==> src/hw/rtl/tftpsc_pkg.sv <==
// Shared codes, defaults and types for the TFTP transfer controller.
package tftpsc_pkg;

  localparam int unsigned BLOCK_BYTES_DEF = 512;

  // input word kinds
  localparam logic [1:0] FUNC_PACKET = 2'd0;
  localparam logic [1:0] FUNC_TICK   = 2'd1;
  localparam logic [1:0] FUNC_FILE   = 2'd2;
  localparam logic [1:0] FUNC_SPARE  = 2'd3;

  // TFTP opcodes
  localparam logic [15:0] OP_RRQ   = 16'd1;
  localparam logic [15:0] OP_WRQ   = 16'd2;
  localparam logic [15:0] OP_DATA  = 16'd3;
  localparam logic [15:0] OP_ACK   = 16'd4;
  localparam logic [15:0] OP_ERROR = 16'd5;

  // commands
  localparam logic [2:0] CMD_DATA    = 3'd0;
  localparam logic [2:0] CMD_ACK     = 3'd1;
  localparam logic [2:0] CMD_ERROR   = 3'd2;
  localparam logic [2:0] CMD_OPEN_RD = 3'd3;
  localparam logic [2:0] CMD_OPEN_WR = 3'd4;
  localparam logic [2:0] CMD_READ    = 3'd5;
  localparam logic [2:0] CMD_WRITE   = 3'd6;

  // TFTP error codes
  localparam logic [2:0] ERR_NONE      = 3'd0;
  localparam logic [2:0] ERR_NOT_FOUND = 3'd1;
  localparam logic [2:0] ERR_ACCESS    = 3'd2;
  localparam logic [2:0] ERR_FULL      = 3'd3;
  localparam logic [2:0] ERR_ILLEGAL   = 3'd4;
  localparam logic [2:0] ERR_BAD_BLOCK = 3'd5;

  // finish codes
  localparam logic [1:0] FIN_GO   = 2'd0;
  localparam logic [1:0] FIN_DONE = 2'd1;
  localparam logic [1:0] FIN_FAIL = 2'd3;

  // transfer mode
  localparam logic [1:0] MODE_IDLE  = 2'd0;
  localparam logic [1:0] MODE_READ  = 2'd1;
  localparam logic [1:0] MODE_WRITE = 2'd2;

  // pending file-side request
  localparam logic [2:0] AW_NONE    = 3'd0;
  localparam logic [2:0] AW_OPEN_RD = 3'd1;
  localparam logic [2:0] AW_OPEN_WR = 3'd2;
  localparam logic [2:0] AW_READ    = 3'd3;
  localparam logic [2:0] AW_WRITE   = 3'd4;

  // configuration register indexes
  localparam logic [1:0] CFG_READ_ONLY   = 2'd0;
  localparam logic [1:0] CFG_MAX_RETRIES = 2'd1;
  localparam logic [1:0] CFG_TIMEOUT     = 2'd2;

  localparam logic [3:0] MAX_RETRIES_RST = 4'd5;
  localparam logic [7:0] TIMEOUT_RST     = 8'd10;
  localparam logic [7:0] TICK_SAT        = 8'hFF;

  typedef struct packed {
    logic [2:0]  cmd;
    logic [15:0] blk;
    logic [9:0]  len;
    logic [2:0]  err;
    logic        snd;
    logic [1:0]  fin;
  } res_t;

endpackage

==> src/hw/rtl/tftp_server_transfer_control.sv <==
// TFTP server transfer controller: one transfer at a time, at most one command per word.
//
// Usage:
//   in_*  : one word per event. in_func selects packet header, one-second
//           tick or file-side reply; the other fields carry that event.
//   out_* : at most one command word per input word (send DATA/ACK/ERROR,
//           open read/write, read block, write payload) plus finish status.
//   cfg_* : register writes (0 read_only, 1 max_retries, 2 timeout_ticks),
//           always ready; write only while no word is in flight.
// Timing: an accepted word waits in the input register; its command and
//   the new transfer state are written together into the result and state
//   registers when the word moves on. The decode is a single short pass, so
//   one word per cycle is sustained while out_ready does not hold a command.
// Stall: while a command waits on out_ready the input register holds its
//   word; in_ready drops only when that register is full and cannot move.
//   Words that make no command pass through even then only if the output is
//   free, keeping order simple.
// Reset (rst_n low, synchronous): mode idle, no file request pending,
//   block 1, counters and last length zero, registers at their defaults.
module tftp_server_transfer_control
  import tftpsc_pkg::*;
#(
  parameter int unsigned BLOCK_BYTES = BLOCK_BYTES_DEF
) (
  input  logic        clk,
  input  logic        rst_n,
  input  logic        in_valid,
  output logic        in_ready,
  input  logic [1:0]  in_func,
  input  logic [15:0] in_opcode,
  input  logic [15:0] in_block_number,
  input  logic [9:0]  in_packet_length,
  input  logic        in_from_peer,
  input  logic        in_request_valid,
  input  logic        in_file_ok,
  input  logic        in_disk_full,
  input  logic [9:0]  in_read_length,
  output logic        out_valid,
  input  logic        out_ready,
  output logic [2:0]  out_command,
  output logic [15:0] out_out_block,
  output logic [9:0]  out_send_length,
  output logic [2:0]  out_error_code,
  output logic        out_to_sender,
  output logic [1:0]  out_finish,
  input  logic        cfg_valid,
  output logic        cfg_ready,
  input  logic [1:0]  cfg_index,
  input  logic [7:0]  cfg_data
);

  // block size, one bit wider so 1024 still compares correctly
  localparam logic [10:0] BB     = 11'(BLOCK_BYTES);
  localparam logic [9:0]  BB_LEN = BB[9:0];

  // configuration
  logic       read_only_r;
  logic [3:0] max_retries_r;
  logic [7:0] timeout_r;

  // input register
  logic        s1_v_r;
  logic [1:0]  func_r;
  logic [15:0] op_r;
  logic [15:0] blk_r;
  logic [9:0]  plen_r;
  logic        peer_r;
  logic        reqv_r;
  logic        ok_r;
  logic        full_r;
  logic [9:0]  rlen_r;

  // transfer state
  logic [1:0]  mode_r, mode_nxt;
  logic [2:0]  aw_r, aw_nxt;
  logic [15:0] cur_r, cur_nxt;
  logic [3:0]  retry_r, retry_nxt;
  logic [7:0]  tick_r, tick_nxt;
  logic [9:0]  last_r, last_nxt;

  // result register
  logic out_v_r;
  res_t out_r;

  // decode
  logic        res_v;
  res_t        res;
  logic        fail_v;
  logic [2:0]  fail_err;
  logic [9:0]  pay;
  logic [9:0]  pay_sat;
  logic [9:0]  rlen_sat;
  logic [7:0]  tick_inc;
  logic [15:0] cur_inc;
  logic        advance;

  assign advance   = !out_v_r || out_ready;
  assign in_ready  = !s1_v_r || advance;
  assign cfg_ready = 1'b1;

  assign pay      = plen_r - 10'd4;
  assign pay_sat  = ({1'b0, pay} > BB) ? BB_LEN : pay;
  assign rlen_sat = ({1'b0, rlen_r} > BB) ? BB_LEN : rlen_r;
  assign tick_inc = (tick_r == TICK_SAT) ? tick_r : tick_r + 8'd1;
  assign cur_inc  = cur_r + 16'd1;

  always_comb begin
    mode_nxt  = mode_r;
    aw_nxt    = aw_r;
    cur_nxt   = cur_r;
    retry_nxt = retry_r;
    tick_nxt  = tick_r;
    last_nxt  = last_r;
    res_v     = 1'b0;
    res       = '0;
    fail_v    = 1'b0;
    fail_err  = ERR_NONE;

    if (s1_v_r) begin
      priority if (func_r == FUNC_FILE) begin
        aw_nxt = AW_NONE;
        unique case (aw_r)
          AW_OPEN_RD: begin
            if (!ok_r) begin
              fail_v = 1'b1; fail_err = ERR_NOT_FOUND;
            end else begin
              aw_nxt  = AW_READ;
              res_v   = 1'b1;
              res.cmd = CMD_READ;
              res.blk = cur_r;
            end
          end
          AW_OPEN_WR: begin
            if (!ok_r) begin
              fail_v = 1'b1; fail_err = ERR_NOT_FOUND;
            end else begin
              retry_nxt = '0;
              tick_nxt  = '0;
              res_v     = 1'b1;
              res.cmd   = CMD_ACK;
            end
          end
          AW_READ: begin
            if (!ok_r) begin
              fail_v = 1'b1; fail_err = ERR_ACCESS;
            end else begin
              last_nxt  = rlen_sat;
              retry_nxt = '0;
              tick_nxt  = '0;
              res_v     = 1'b1;
              res.cmd   = CMD_DATA;
              res.blk   = cur_r;
              res.len   = rlen_sat;
            end
          end
          AW_WRITE: begin
            if (!ok_r) begin
              fail_v   = 1'b1;
              fail_err = full_r ? ERR_FULL : ERR_ACCESS;
            end else begin
              retry_nxt = '0;
              tick_nxt  = '0;
              res_v     = 1'b1;
              res.cmd   = CMD_ACK;
              res.blk   = cur_r;
              if ({1'b0, last_r} < BB) begin
                mode_nxt = MODE_IDLE;
                res.fin  = FIN_DONE;
              end else begin
                cur_nxt = cur_inc;
              end
            end
          end
          default: ;  // unsolicited reply
        endcase
      end else if (func_r == FUNC_SPARE || aw_r != AW_NONE) begin
        // reserved kind, or waiting on the file side
      end else if (mode_r == MODE_IDLE) begin
        if (func_r == FUNC_PACKET && plen_r >= 10'd4) begin
          if (op_r == OP_RRQ || op_r == OP_WRQ) begin
            if (!reqv_r || (op_r == OP_WRQ && read_only_r)) begin
              res_v   = 1'b1;
              res.cmd = CMD_ERROR;
              res.err = ERR_ACCESS;
              res.fin = FIN_FAIL;
            end else begin
              mode_nxt  = (op_r == OP_RRQ) ? MODE_READ : MODE_WRITE;
              aw_nxt    = (op_r == OP_RRQ) ? AW_OPEN_RD : AW_OPEN_WR;
              cur_nxt   = 16'd1;
              retry_nxt = '0;
              tick_nxt  = '0;
              last_nxt  = '0;
              res_v     = 1'b1;
              res.cmd   = (op_r == OP_RRQ) ? CMD_OPEN_RD : CMD_OPEN_WR;
            end
          end else if (op_r == OP_DATA || op_r == OP_ACK) begin
            res_v   = 1'b1;
            res.cmd = CMD_ERROR;
            res.err = ERR_ACCESS;
          end else if (op_r != OP_ERROR) begin
            res_v   = 1'b1;
            res.cmd = CMD_ERROR;
            res.err = ERR_ILLEGAL;
          end
        end
      end else if (func_r == FUNC_PACKET) begin
        tick_nxt = '0;
        priority if (!peer_r) begin
          res_v   = 1'b1;
          res.cmd = CMD_ERROR;
          res.err = ERR_ACCESS;
          res.snd = 1'b1;
        end else if (plen_r < 10'd4) begin
          // runt from the peer
        end else if (op_r == OP_ERROR) begin
          mode_nxt = MODE_IDLE;
        end else if (mode_r == MODE_READ) begin
          if (op_r != OP_ACK) begin
            fail_v = 1'b1; fail_err = ERR_ILLEGAL;
          end else if (blk_r == cur_r) begin
            if ({1'b0, last_r} < BB) begin
              mode_nxt = MODE_IDLE;
            end else begin
              cur_nxt = cur_inc;
              aw_nxt  = AW_READ;
              res_v   = 1'b1;
              res.cmd = CMD_READ;
              res.blk = cur_inc;
            end
          end
        end else begin
          if (op_r != OP_DATA) begin
            fail_v = 1'b1; fail_err = ERR_ILLEGAL;
          end else if (blk_r == cur_r) begin
            last_nxt = pay_sat;
            aw_nxt   = AW_WRITE;
            res_v    = 1'b1;
            res.cmd  = CMD_WRITE;
            res.blk  = cur_r;
            res.len  = pay_sat;
          end else if (blk_r + 16'd1 == cur_r) begin
            // duplicate of the previous block: ACK it again
            res_v   = 1'b1;
            res.cmd = CMD_ACK;
            res.blk = blk_r;
          end else begin
            fail_v = 1'b1; fail_err = ERR_BAD_BLOCK;
          end
        end
      end else begin
        // one-second tick during a transfer
        if (tick_inc < timeout_r) begin
          tick_nxt = tick_inc;
        end else begin
          tick_nxt = '0;
          if (retry_r >= max_retries_r) begin
            mode_nxt = MODE_IDLE;
          end else begin
            retry_nxt = retry_r + 4'd1;
            res_v     = 1'b1;
            if (mode_r == MODE_READ) begin
              res.cmd = CMD_DATA;
              res.blk = cur_r;
              res.len = last_r;
            end else begin
              res.cmd = CMD_ACK;
              res.blk = cur_r - 16'd1;
            end
          end
        end
      end

      if (fail_v) begin
        mode_nxt = MODE_IDLE;
        aw_nxt   = AW_NONE;
        res_v    = 1'b1;
        res      = '0;
        res.cmd  = CMD_ERROR;
        res.err  = fail_err;
        res.fin  = FIN_FAIL;
      end
    end
  end

  // configuration registers
  always_ff @(posedge clk) begin
    if (!rst_n) begin
      read_only_r   <= 1'b0;
      max_retries_r <= MAX_RETRIES_RST;
      timeout_r     <= TIMEOUT_RST;
    end else if (cfg_valid && cfg_ready) begin
      unique case (cfg_index)
        CFG_READ_ONLY:   read_only_r   <= cfg_data[0];
        CFG_MAX_RETRIES: max_retries_r <= cfg_data[3:0];
        CFG_TIMEOUT:     timeout_r     <= cfg_data;
        default: ;
      endcase
    end
  end

  // input register
  always_ff @(posedge clk) begin
    if (!rst_n) begin
      s1_v_r <= 1'b0;
    end else if (in_ready) begin
      s1_v_r <= in_valid;
    end
  end

  always_ff @(posedge clk) begin
    if (in_ready && in_valid) begin
      func_r <= in_func;
      op_r   <= in_opcode;
      blk_r  <= in_block_number;
      plen_r <= in_packet_length;
      peer_r <= in_from_peer;
      reqv_r <= in_request_valid;
      ok_r   <= in_file_ok;
      full_r <= in_disk_full;
      rlen_r <= in_read_length;
    end
  end

  // state and result register, updated together when the word moves on
  always_ff @(posedge clk) begin
    if (!rst_n) begin
      mode_r  <= MODE_IDLE;
      aw_r    <= AW_NONE;
      cur_r   <= 16'd1;
      retry_r <= '0;
      tick_r  <= '0;
      last_r  <= '0;
      out_v_r <= 1'b0;
    end else if (advance) begin
      mode_r  <= mode_nxt;
      aw_r    <= aw_nxt;
      cur_r   <= cur_nxt;
      retry_r <= retry_nxt;
      tick_r  <= tick_nxt;
      last_r  <= last_nxt;
      out_v_r <= s1_v_r && res_v;
    end
  end

  always_ff @(posedge clk) begin
    if (advance && s1_v_r && res_v) begin
      out_r <= res;
    end
  end

  assign out_valid       = out_v_r;
  assign out_command     = out_r.cmd;
  assign out_out_block   = out_r.blk;
  assign out_send_length = out_r.len;
  assign out_error_code  = out_r.err;
  assign out_to_sender   = out_r.snd;
  assign out_finish      = out_r.fin;

  // a pending file request only exists inside a transfer
  a_aw_needs_mode: assert property (@(posedge clk) disable iff (!rst_n)
    (aw_r != AW_NONE) |-> (mode_r != MODE_IDLE))
    else $error("file request pending while idle");

  // a failing command always leaves the controller idle
  a_fail_idles: assert property (@(posedge clk) disable iff (!rst_n)
    (advance && s1_v_r && res_v && res.fin == FIN_FAIL) |=> (mode_r == MODE_IDLE))
    else $error("failure did not end transfer");

  // DATA is only sent in a read transfer
  a_data_read: assert property (@(posedge clk) disable iff (!rst_n)
    (advance && s1_v_r && res_v && res.cmd == CMD_DATA) |=> (mode_r == MODE_READ))
    else $error("DATA outside read transfer");

  // a stalled word in the input register is never dropped
  a_hold: assert property (@(posedge clk) disable iff (!rst_n)
    (s1_v_r && !advance) |=> s1_v_r)
    else $error("input word lost under stall");

endmodule

==> config.mk <==
export PLATFORM = sky130hd
export DESIGN_NAME = tftp_server_transfer_control
export DESIGN_NICKNAME = d
export VERILOG_FILES = /design/src/hw/rtl/tftpsc_pkg.sv /design/src/hw/rtl/tftp_server_transfer_control.sv
export SDC_FILE = /design/constraint.sdc
export NUM_CORES = 1
export LEC_CHECK = 0
export BUFFER_PORTS_ARGS = -buffer_cell sky130_fd_sc_hd__buf_2
export CAP_MARGIN = 20
export CORE_MARGIN = 2
export CORE_UTILIZATION = 50
export CTS_BUF_LIST = sky130_fd_sc_hd__clkbuf_4 sky130_fd_sc_hd__clkbuf_8
export DETAILED_ROUTE_END_ITERATION = 16
export PLACE_DENSITY = 0.69
export SKIP_LAST_GASP = 1
export SLEW_MARGIN = 20
export SYNTH_ARGS = -nofsm -noshare
export SYNTH_HDL_FRONTEND = slang
export SYNTH_SLANG_ARGS = --single-unit
==> constraint.sdc <==
create_clock -name clk -period 6.4 [get_ports clk]
set_clock_uncertainty 0.1 [all_clocks]
set_input_delay 1.6 -clock clk [delete_from_list [all_inputs] [get_ports clk]]
set_output_delay 1.6 -clock clk [all_outputs]
set_load 0.02 [all_outputs]
==> results of run 1 <==
## registers in the layout, indices dropped and copies added, names as in the netlist, 3 cells and up
name             cells
blk_r               16
tick_r               8
plen_r              10
retry_r              4
out_command          3
out_error_code       3
out_out_block       16
rlen_r              10
last_r              10
timeout_r            8
max_retries_r        4
op_r                16
out_send_length     10
aw_r                 3
cur_r               16
## routing by layer
layer,vias to the layer above,GRT usage,wire [um]
met2,428,0.3653,10630
li1,3845,-,-
met1,3785,0.3848,11240
met3,36,0.07274,2361
met4,0,0.06391,417
met5,-,0,0
## worst max-delay path by stage
| stage | startpoint | end | slack (ns) | cells after the start |
|---|---|---|---|---|
| finish | tick_r[0] | out_send_length[3] | 1.68 | 14 |
| global route | tick_r[0] | out_send_length[3] | 1.35 | 14 |
| CTS | tick_r[0] | out_send_length[3] | 1.77 | 14 |
| detailed placement | tick_r[0] | out_send_length[3] | 1.80 | 14 |
| global placement | tick_r[0] | out_send_length[3] | 1.91 | 14 |
| floorplan | tick_r[0] | out_command[0] | 1.50 | 15 |
## cell type report
class / instances / area share
clock buffers: 17 / 0.02328
clock inverters: 15 / 0.01792
inverters: 27 / 0.01008
multi-input cells: 755 / 0.4674
flip-flops and latches: 151 / 0.3933
well taps: 229 / 0.02850
repair buffers: 116 / 0.05950
## kinds of logic (layout without fill, tap and decap cells)
logic type                 count (synthesis)  in the layout  share of synthesized area
other                                      1              1                  0.0004154
DFF                                      151            151                     0.4380
AOI/OAI and AO/OA                        250            250                     0.1870
and+or+nand+nor                          430            430                     0.2493
muxes                                     12             12                    0.01344
xor gates and xnor gates                  42             42                    0.04075
buffers and inverters                     92            175                    0.04338
adders and majority gates                 20             20                    0.02772
## critical path: cells and delay by family, from the launching register on
kind                       cells  cell delay (ns)
and+or+nand+nor                8             2.09
AOI/OAI and AO/OA              2             0.94
adders and majority gates      2             0.45
DFF                            1             0.41
muxes                          1             0.28
xor gates and xnor gates       1             0.16
## metrics by stage
| step | setup slack (ns) | area (um2) | util |
|---|---|---|---|
| 6_report | 1.682 | 10050 | 0.5634 |
| 3_3_place_gp | 1.913 | 9638 | 0.5402 |
| 4_1_cts | 1.773 | 10050 | 0.5634 |
| 3_5_place_dp | 1.801 | 9638 | 0.5402 |
| 2_1_floorplan | 1.501 | 9027 | - |
| 5_1_grt | 1.352 | 10050 | 0.5634 |
## power breakdown
part / total (W) / switching [W] / leakage (nW) / internal, W
clock network: 0.000776 / 0.000443 / 0.210 / 0.000333
logic: 0.000135 / 0.0000819 / 2.16 / 0.0000532
registers: 0.00109 / 0.0000309 / 1.38 / 0.00106
## cell usage in the layout, fill, tap and decap left out, types with 17 or more instances in the layout
cell type                  instances
sky130_fd_sc_hd__xor2_1           23
sky130_fd_sc_hd__clkbuf_8         17
sky130_fd_sc_hd__nand2_1         112
sky130_fd_sc_hd__and3_1           17
sky130_fd_sc_hd__dfxtp_1          58
sky130_fd_sc_hd__nand3_1          36
sky130_fd_sc_hd__nor2_1           81
sky130_fd_sc_hd__nand4_1          19
sky130_fd_sc_hd__nor4_1           18
sky130_fd_sc_hd__edfxtp_1         93
sky130_fd_sc_hd__ha_1             20
sky130_fd_sc_hd__a21oi_1          61
sky130_fd_sc_hd__xnor2_1          19
sky130_fd_sc_hd__nor3_1           35
sky130_fd_sc_hd__nor2b_1          32
sky130_fd_sc_hd__o21ai_0          42
sky130_fd_sc_hd__a22oi_1          17
sky130_fd_sc_hd__buf_2           109
sky130_fd_sc_hd__inv_1            26
==> impl_metrics.env, run 1 <==
export IMPL_critical_path_top_cell_by_count="sky130_fd_sc_hd__nor2_1"
export IMPL_antennaDiodeCount=0
export IMPL_initial_antenna_violation_count=0
export IMPL_relSlewSlack=0.2950
export IMPL_cts_resized_gates=0
export IMPL_report_final_hold_viol_count=0
export IMPL_whs_path_depth=2
export IMPL_fin_crit_sh=0.7371
export IMPL_wl_um=24650
export IMPL_avgSynthCellArea_um2=9.045
export IMPL_setup_worst_path_end_class="register"
export IMPL_placeable_area_um2=17840
export IMPL_synth_warning_count=0
export IMPL_regToRegSetupSlack_ns=1.68
export IMPL_finalWorstPathRequiredPeriod_ns=4.718
export IMPL_synth_net_count=1091
export IMPL_timing_worst_slew_pin_value_ns=1.058
export IMPL_critical_path_class="reg2reg"
export IMPL_netlist_top_cell_by_area="sky130_fd_sc_hd__edfxtp_1"
export IMPL_yosys_cell_count_top_type="sky130_fd_sc_hd__nand2_1"
export IMPL_initial_core_util=0.5060
export IMPL_grt_use_total=0.2564
export IMPL_chipHeight_um=138.4
export IMPL_final_layout_size_suffix_gt1_frac=0.1545
export IMPL_final_seq_area_um2=3954
export IMPL_dpl_hpwl_um=17790
export IMPL_synth_top_flop_cell="sky130_fd_sc_hd__edfxtp_1"
export IMPL_synth_enable_flop_cells=93
export IMPL_vdd_ir_drop_max_mv=0.1464
export IMPL_min_to="max_retries_r[0]"
export IMPL_grt_setup_unrepaired="no"
export IMPL_crit_reg2reg_launch="tick_r[0]"
export IMPL_timing_hold_ws_ns=0.3918
export IMPL_worstHoldPathType="reg2reg"
export IMPL_design_die_area_um2=19150
export IMPL_grt_pass1_wl_um=39410
export IMPL_drt_first_pass_iters=7
export IMPL_post_layout_nonfiller_instances=1310
export IMPL_grt_start_max_net_pins=60
export IMPL_final_fill_count=1661
export IMPL_port_buffer_count=109
export IMPL_drt_iter0_markers=864
export IMPL_synth_yosys_seq_area_share=0.4380
export IMPL_static_leakage_power_nw=3.749
export IMPL_clk_pin_slew_worst_paths_ns=0.10
export IMPL_cells_after_synthesis=998
export IMPL_critPathMaxStageDelay_ns=0.67
export IMPL_gp_weighted_congestion=0.9612
export IMPL_maxSlewViolCount=0
export IMPL_htree_levels=4
export IMPL_worstSetupStartpointType="register"
export IMPL_worstPathCellList="ha_1, nand4_1, nor2_1, nor3b_1, xor2_1, ha_1, nor3b_1, nand3b_1, mux2_2, a31oi_1, nand2b_1, nor2_1, a222oi_1, nor2_1"
export IMPL_num_io_pins=111
export IMPL_status="finished, final reports clean"
export IMPL_worst_path_max_delay_cell="sky130_fd_sc_hd__nand2b_1"
export IMPL_area_growth_pct=11.35
export IMPL_hp_start="max_retries_r[0]"
export IMPL_ys_types=81
export IMPL_core_rowCount=49
export IMPL_tritoncts_num_buffers=17
export IMPL_worstRegToRegCells=14
export IMPL_finalNetCount=1161
export IMPL_cts_root_buffer_cell="sky130_fd_sc_hd__clkbuf_8"
export IMPL_synth_seq_cells=151
export IMPL_fmax_mhz=212.0
export IMPL_final_count_of_negative_setup_slack_endpoints=0
export IMPL_post_layout_total_power_w=0.002001
export IMPL_dieWidth_um=138.4
export IMPL_rr_endpoint="out_send_length[3]"
export IMPL_multiInputGateArea_um2=4698
export IMPL_postRouteAntennaNets=0
export IMPL_cts_hold_buffers_added=0
export IMPL_synth_cell_area_um2=9027
export IMPL_areal_power_density_over_the_cells_nw_per_um2=199.1
export IMPL_post_cts_repair_setup_buffers=0
export IMPL_netlist_top_cells_area="sky130_fd_sc_hd__edfxtp_1, sky130_fd_sc_hd__dfxtp_1, sky130_fd_sc_hd__nand2_1, sky130_fd_sc_hd__a21oi_1, sky130_fd_sc_hd__nor2_1"
export IMPL_cts_tree="built"
export IMPL_critPathArrivalTime_ns=4.82
export IMPL_post_drt_via_cell_ratio=6.179
export IMPL_synth_largest_type_area_fraction=0.3094
export IMPL_grt_ovfl_total=0
export IMPL_placed_cells_incl_taps=1278
export IMPL_ys_async_sr_fraction=0
export IMPL_post_route_drc_count=0
export IMPL_crit_path_max_fanout=18
export IMPL_total_negative_setup_slack_ns=0
export IMPL_ys_top_cells_by_count="sky130_fd_sc_hd__nand2_1, sky130_fd_sc_hd__edfxtp_1, sky130_fd_sc_hd__nor2_1, sky130_fd_sc_hd__a21oi_1, sky130_fd_sc_hd__dfxtp_1"
export IMPL_wire_per_inst_um=18.81
export IMPL_detailroute_via_count=8094
export IMPL_clk_latency_ns=0.48
export IMPL_critPathRequiredTime_ns=6.50
export IMPL_clockBufferDepth=2
export IMPL_grt_pass1_vias=7415
export IMPL_drv_max_cap_violation_count=0
export IMPL_cts_sinks=151
(Power assumes the default switching activity.)
==> run 2: changes to the inputs <==
PLACE_DENSITY = 0.72   (was 0.69)
clock period = 4.3 ns   (was 6.4 ns; I/O delays follow)
==> impl_metrics.env, run 2 (synthesis results as in run 1) <==
export IMPL_cts_root_buffer_cell="sky130_fd_sc_hd__clkbuf_8"
export IMPL_gp_weighted_congestion=0.9709
export IMPL_cts_sinks=151
export IMPL_cell_internal_pwr_w=0.002089
export IMPL_maxSlewViolCount=0
export IMPL_layout_cells_most_common_list="sky130_fd_sc_hd__nand2_1, sky130_fd_sc_hd__buf_2, sky130_fd_sc_hd__edfxtp_1"
export IMPL_grt_met1_usage=0.3779
export IMPL_grt_busiest_layer="met1"
export IMPL_final_count_of_negative_setup_slack_endpoints=0
export IMPL_timing_worst_slew_pin_value_ns=1.038
export IMPL_grt_pass1_wl_um=39750
export IMPL_vdd_ir_drop_max_mv=0.1937
export IMPL_static_leakage_power_nw=3.804
export IMPL_design_die_area_um2=19150
export IMPL_cts_tree="built"
export IMPL_final_layout_size_suffix_gt1_frac=0.1688
export IMPL_dpl_hpwl_um=17990
export IMPL_grt_use_total=0.2589
export IMPL_placeable_area_um2=17840
export IMPL_area_growth_pct=12.40
export IMPL_startpoint="tick_r[0]"
export IMPL_grt_start_max_net_pins=40
export IMPL_switching_power_w=0.0007623
export IMPL_wl_um=24720
export IMPL_finalWorstPathRequiredPeriod_ns=4.034
export IMPL_relSlewSlack=0.3083
export IMPL_setup_slack_ns=0.2657
export IMPL_final_area_um2=10150
export IMPL_chipHeight_um=138.4
export IMPL_pwr_share_seq=0.569
export IMPL_dp_slack_ns=0.2319
export IMPL_final_fill_count=1614
export IMPL_clk_pin_slew_worst_paths_ns=0.09
export IMPL_tritoncts_num_buffers=17
export IMPL_drv_max_cap_violation_count=0
export IMPL_status="finished, final reports clean"
export IMPL_htree_levels=4
export IMPL_port_buffer_count=109
export IMPL_finalNetCount=1176
export IMPL_critPathRequiredTime_ns=4.36
export IMPL_placement_cell_area_um2=9776
export IMPL_postRouteAntennaNets=0
export IMPL_setup_worst_path_end_class="register"
export IMPL_initial_core_util=0.5060
export IMPL_power_switching_fraction=0.2673
export IMPL_worstSetupStartpointType="register"
export IMPL_wire_per_inst_um=18.66
export IMPL_cts_resized_gates=0
export IMPL_core_rowCount=49
export IMPL_post_route_drc_count=0
export IMPL_post_layout_total_power_w=0.002852
export IMPL_layout_commonest_cell="sky130_fd_sc_hd__nand2_1"
export IMPL_areal_power_density_over_the_cells_nw_per_um2=281.0
export IMPL_antennaDiodeCount=0
export IMPL_fmax_mhz=247.9
export IMPL_report_final_hold_viol_count=0
export IMPL_final_core_util=0.5688
export IMPL_clk_latency_ns=0.47
export IMPL_critical_path_class="reg2reg"
export IMPL_regToRegSetupSlack_ns=0.27
export IMPL_post_cts_repair_setup_buffers=0
export IMPL_grt_ovfl_total=0
export IMPL_worstHoldPathType="reg2reg"
export IMPL_crit_reg2reg_launch="tick_r[0]"
export IMPL_use_met3=0.07413
export IMPL_detailroute_via_count=8132
export IMPL_fin_crit_sh=0.9382
export IMPL_grt_met2_usage=0.3687
export IMPL_drt_first_pass_iters=6
export IMPL_post_drt_via_cell_ratio=6.137
export IMPL_cts_hold_buffers_added=0
export IMPL_clock_power_share=0.358
export IMPL_dieWidth_um=138.4
export IMPL_critPathArrivalTime_ns=4.09
export IMPL_hp_start="retry_r[3]"
export IMPL_clockBufferDepth=2
export IMPL_drt_iter0_markers=936
export IMPL_grt_pass1_vias=7448
export IMPL_crit_path_max_fanout=35
export IMPL_combinationalPowerShare=0.073
export IMPL_num_io_pins=111
export IMPL_grt_setup_unrepaired="yes"
export IMPL_initial_antenna_violation_count=0
## run 2: cell count changes in the layout (fill, tap and decap cells not counted), moves of 2 or more
cell                         before  now
sky130_fd_sc_hd__clkinv_4         0    2
sky130_fd_sc_hd__clkinv_8         3    0
sky130_fd_sc_hd__clkinvlp_4       0    2
sky130_fd_sc_hd__buf_12           0    2
sky130_fd_sc_hd__inv_8            4    1
sky130_fd_sc_hd__clkinv_2         0    2
sky130_fd_sc_hd__buf_4            7   20
## run 2: routing by layer
layer	share of wire	routed length, um
met1	0.45	11030
met3	0.11	2638
met5	0	0
met4	0.022	546
met2	0.43	10510
## run 2: cell type report
type                            instances  area (um2)  share of cell area
Clock buffer                           18       247.7             0.02441
Multi-Input combinational cell        755        4707              0.4639
Inverter                               27       101.3            0.009988
Sequential cell                       151        3954              0.3896
Timing Repair Buffer                  131       735.7             0.07250
Tap cell                              229       286.5             0.02824
Clock inverter                         14       115.1             0.01134
## run 2: power groups by stage
stage	Clock, W	Sequential [W]	Combinational (W)
finish	0.00102	0.00162	0.000207
global route	0.00111	0.00163	0.000229
CTS	0.00105	0.00162	0.000206
detailed placement	0	0.00165	0.000204
global placement	0	0.00165	0.000202
floorplan	0	0.00164	0.000133
## run 2: path summary, 6_finish.rpt
| kind | endpoint | depth (start not counted) |
|---|---|---|
| min | retry_r[3] | 2 |
| min reg2reg | retry_r[3] | 2 |
| max | out_out_block[10] | 16 |
| max reg2reg | out_out_block[10] | 16 |
## run 2: metrics by stage
stage | std cells | hold slack, ns | TNS, ns
after floorplan | 998 | 0.3510 | 0
after detailed placement | 1293 | 0.3874 | 0
final | 1325 | 0.4051 | 0
after global routing | 1325 | 0.4281 | -0.1164
after CTS | 1325 | 0.4005 | 0
after global placement | 1293 | 0.3725 | 0
## run 2: critical path, cell delays in order, from the launching register on
cell and delay (ns):
sky130_fd_sc_hd__dfxtp_1 0.41, sky130_fd_sc_hd__ha_1 0.23, sky130_fd_sc_hd__nand4_1 0.18, sky130_fd_sc_hd__or2_2 0.38, sky130_fd_sc_hd__nand3_1 0.09, sky130_fd_sc_hd__o21ai_0 0.10
sky130_fd_sc_hd__inv_1 0.08, sky130_fd_sc_hd__ha_1 0.13, sky130_fd_sc_hd__and4_1 0.19, sky130_fd_sc_hd__o21ai_0 0.08, sky130_fd_sc_hd__a21oi_1 0.23, sky130_fd_sc_hd__nand2_1 0.11
sky130_fd_sc_hd__a21boi_0 0.40, sky130_fd_sc_hd__o31ai_1 0.10, sky130_fd_sc_hd__or3_1 0.46, sky130_fd_sc_hd__a31oi_4 0.20, sky130_fd_sc_hd__buf_12 0.26
